## src/rtl/mtxinv_queue.sv

```systemverilog
`default_nettype none
module mtxinv_queue #(
	parameter int W = 8,
	parameter int AW = 1
) (
	input  logic         clk,
	input  logic         arst_n,
	input  logic         push,
	output logic         full,
	input  logic [W-1:0] din,
	input  logic         pop,
	output logic         empty,
	output logic [W-1:0] dout
);

	localparam int DEPTH = 1 << AW;

	logic [W-1:0]  mem_q [DEPTH];
	logic [AW-1:0] wr_q;
	logic [AW-1:0] rd_q;
	logic [AW:0]   cnt_q;
	logic          wr;
	logic          rd;

	assign full  = (cnt_q == (AW+1)'(DEPTH));
	assign empty = (cnt_q == '0);
	assign wr    = push && !full;
	assign rd    = pop && !empty;
	assign dout  = mem_q[rd_q];

	// store the incoming transaction
	always_ff @(posedge clk) begin
		if (wr) begin
			mem_q[wr_q] <= din;
		end
	end

	// advance pointers and occupancy
	always_ff @(posedge clk or negedge arst_n) begin
		if (!arst_n) begin
			wr_q  <= '0;
			rd_q  <= '0;
			cnt_q <= '0;
		end else begin
			if (wr) begin
				wr_q <= wr_q + 1'b1;
			end
			if (rd) begin
				rd_q <= rd_q + 1'b1;
			end
			cnt_q <= cnt_q + (AW+1)'(wr) - (AW+1)'(rd);
		end
	end

`ifndef SYNTHESIS
	a_cnt_bound: assert property (@(posedge clk) disable iff (!arst_n)
		cnt_q <= (AW+1)'(DEPTH))
		else $error("queue occupancy above depth");

	a_cnt_track: assert property (@(posedge clk) disable iff (!arst_n)
		1'b1 |=> cnt_q == $past(cnt_q) + (AW+1)'($past(wr)) - (AW+1)'($past(rd)))
		else $error("queue occupancy lost a transaction");
`endif

endmodule
`default_nettype wire

```

## config.mk

```make
export PLATFORM = sky130hd
export DESIGN_NAME = mtxinv_queue
export DESIGN_NICKNAME = d
export VERILOG_FILES = /design/src/rtl/mtxinv_queue.sv
export SDC_FILE = /design/constraint.sdc
export NUM_CORES = 1
export LEC_CHECK = 0
export ABC_CLOCK_PERIOD_IN_PS = 2000
export BUFFER_PORTS_ARGS = -buffer_cell sky130_fd_sc_hd__buf_2
export CAP_MARGIN = 20
export CORE_MARGIN = 2
export CORE_UTILIZATION = 45
export CTS_CLUSTER_SIZE = 20
export DETAILED_ROUTE_END_ITERATION = 7
export PLACE_DENSITY = 0.8
export SLEW_MARGIN = 40
export SYNTH_ARGS = -nofsm -noshare
export SYNTH_HDL_FRONTEND = slang
export SYNTH_SLANG_ARGS = --single-unit
```

## constraint.sdc

```tcl
create_clock -name clk -period 2 [get_ports clk]
set_input_delay 0.2 -clock clk [delete_from_list [all_inputs] [get_ports clk]]
set_output_delay 0.2 -clock clk [all_outputs]
set_load 0.02 [all_outputs]
```

==> impl_metrics.csv <==
group,metric,value,unit
outcome,status,"finished, final reports clean",
drt,drt_wl_total,1050,um
timing,slew_headroom,73.1,%
drt,dr.pass1.iters,3,
drt,drc,0,
clocking,clock_latency,0.29,ns
die,io_pins,22,
synth,synth_nets,57,
die,dieArea,2090,um2
worst_setup_path,rr_worst_depth,7,
clocking,cts.sinks,20,
synth,synthesis.area,785,um2
placement,placed_cells,81,
finish,most-common-layout-cells,"buf_2, edfxtp_1, mux2_2, dfrtp_1",
drt,via_per_inst,4.90,
worst_setup_path,crit_end,"dout[5]",
timing,finalCritPeriodShare,81.6,%
placement,place.gp.congestion,0.578,
worst_setup_path,cp-end-kind,"primary output",
placement,io_buffers,21,
placement,placed_area,907,um2
clocking,cts_max_path_buffers,2,
die,start_util,46.4,%
worst_setup_path,cp_max_fo,9,
die,rows,15,
synth,yosys-top-cells-area,"edfxtp_1, dfrtp_1, mux2_2, xnor2_1, ha_1",
synth,ys_seq_area_share,74.0,%
run,drv_cap,0,
finish,nets,84,
synth,syn_inst,43,
timing,period_minus_slack,1.63,ns
synth,syn_avg_cell_area,18.2,um2
worst_setup_path,crit_path_start_kind,"flip-flop",
drt,drt_iter0_drc,4,
worst_hold_path,min_path_type,"in2reg",
timing,holdWs,0.0921,ns
global_route,grt_pass1_vias,319,
worst_setup_path,worstPathArrival,1.43,ns
finish,drive_above_1_share,50.7,%
die,die_h,45.8,um
clocking,cts_root_buf,"clkbuf_4",
clocking,post_cts_buffers,0,
worst_setup_path,cp-startpoint,"rd_q",
synth,yosys.cell_types.count,14,
finish,syn_to_final_growth,20.3,%
timing,clock_skew,0.00137,ns
global_route,antenna_found_initial,0,
clocking,cts_buffers,3,
worst_setup_path,criticalPathCategory,"reg2out",
finish,final_common_cell,"buf_2",
worst_setup_path,r2r_end,"cnt_q[1]",
finish,fin_cells,86,
global_route,grt_max_degree,12,
power_and_ir_drop,irDropWorstVdd,0.706,mV
finish,antennaDiodeCount,0,
power_and_ir_drop,power_per_cell_area,1430,nW/um2
clocking,clkTransAtPathRegs,0.10,ns
synth,netlist.area_leader.share,61.2,%
global_route,grt-ovfl-total,0,
synth,ys_seq_elements,20,
clocking,cts_tree,"yes",
die,core,1690,um2
timing,setup-violations-final,0,
timing,worstMarginPinSlew,0.402,ns
timing,fin_setup_tns,0,ns
timing,drv_slew,0,
power_and_ir_drop,p_leak,0.393,nW
synth,yosys_warnings,0,
global_route,grt_pass1_wl,1410,um
global_route,grt_use_total,10.7,%
drt,postRouteAntennaNets,0,
die,die_w,45.8,um
drt,routedWlPerCell,12.2,um
timing,rsz0062_at_grt,"false",
worst_setup_path,worst-r2r-setup-slack,0.46,ns
synth,yosys.area.top_type,"edfxtp_1",
worst_setup_path,required,1.80,ns
clocking,h-tree-depth,1,
worst_setup_path,timing.rr.start,"cnt_q[1]",
drt,num_vias,421,
timing,finalHoldViolCount,0,
finish,fin_area,943,um2
timing,fmax,0.613,GHz
-- power breakdown --
part           internal (mW)  total, mW  switching, mW
clock network         0.0725      0.185          0.113
registers              0.582      0.663         0.0812
logic                  0.232      0.505          0.273
total                  0.886       1.35          0.467
-- synth_stat cells --
cell type	number
xnor2_1	3
nor2_2	1
nor2b_2	1
and3_1	1
xor2_1	1
nand2_1	1
mux2_2	8
edfxtp_1	16
dfrtp_1	4
nor2_1	1
ha_1	2
nand2b_1	1
buf_6	1
inv_1	2
-- metrics by stage --
stage	setup slack (ns)	power, mW	utilization, %
floorplan	0.427	1.05	-
global placement	0.516	1.17	53.7
detailed placement	0.457	1.19	53.7
CTS	0.345	1.37	55.9
global route	0.301	1.44	55.9
finish	0.368	1.35	55.9
-- metal layers --
layer | track usage, % | up-vias | share of wire [%]
met5 | 0 | - | 0
met2 | 14.6 | 10 | 49
met4 | 8.57 | 0 | 0.95
li1 | - | 207 | -
met1 | 12.8 | 202 | 45
met3 | 4.76 | 2 | 4.8
-- flip-flops by register name, summed over array words and instances (netlist names) --
signal  flops
cnt_q       2
mem_q      16
rd_q        1
wr_q        1
-- final cells by class --
type,instances,area (um2)
inverters,2,7.51
clock buffers,3,22.5
well taps,17,21.3
flip-flops and latches,20,581
fillers,149,746
clock inverters,1,3.75
multi-input cells,20,185
repair buffers,23,123
-- cell families (layout without fill, tap and decap cells) --
| logic type | count (synthesis) | after routing | share of synthesized area (%) |
|---|---|---|---|
| XOR/XNOR | 4 | 4 | 4.47 |
| adder cells (fa/ha/maj) | 2 | 2 | 3.19 |
| buffers and inverters | 3 | 29 | 2.39 |
| flip-flops | 20 | 20 | 74.0 |
| multiplexers | 8 | 8 | 11.5 |
| AND/OR/NAND/NOR | 6 | 6 | 4.47 |
-- worst max-delay path, cell delays in order (launching register included) --
cell and delay [ns]:
dfrtp_1 0.60, mux2_2 0.38, buf_2 0.16
-- repair_timing --
item / in CTS / in global routing
hold buffers: 1 / 0
gates resized for setup: 0 / 0
endpoints found under the hold margin: 4 / 0
-- worst min-delay path by stage --
stage                       end  depth (start not counted)  slack, ns    from
finish              mem_q[1][0]                          1       0.09  din[0]
global placement       cnt_q[0]                          1      0.008  arst_n
CTS                 mem_q[0][3]                          1       0.08  din[3]
detailed placement     cnt_q[0]                          1       0.01  arst_n
global route        mem_q[1][0]                          1       0.07  din[0]
floorplan              cnt_q[0]                          0       -0.1  arst_n
Power figures use the tool's default switching activity.
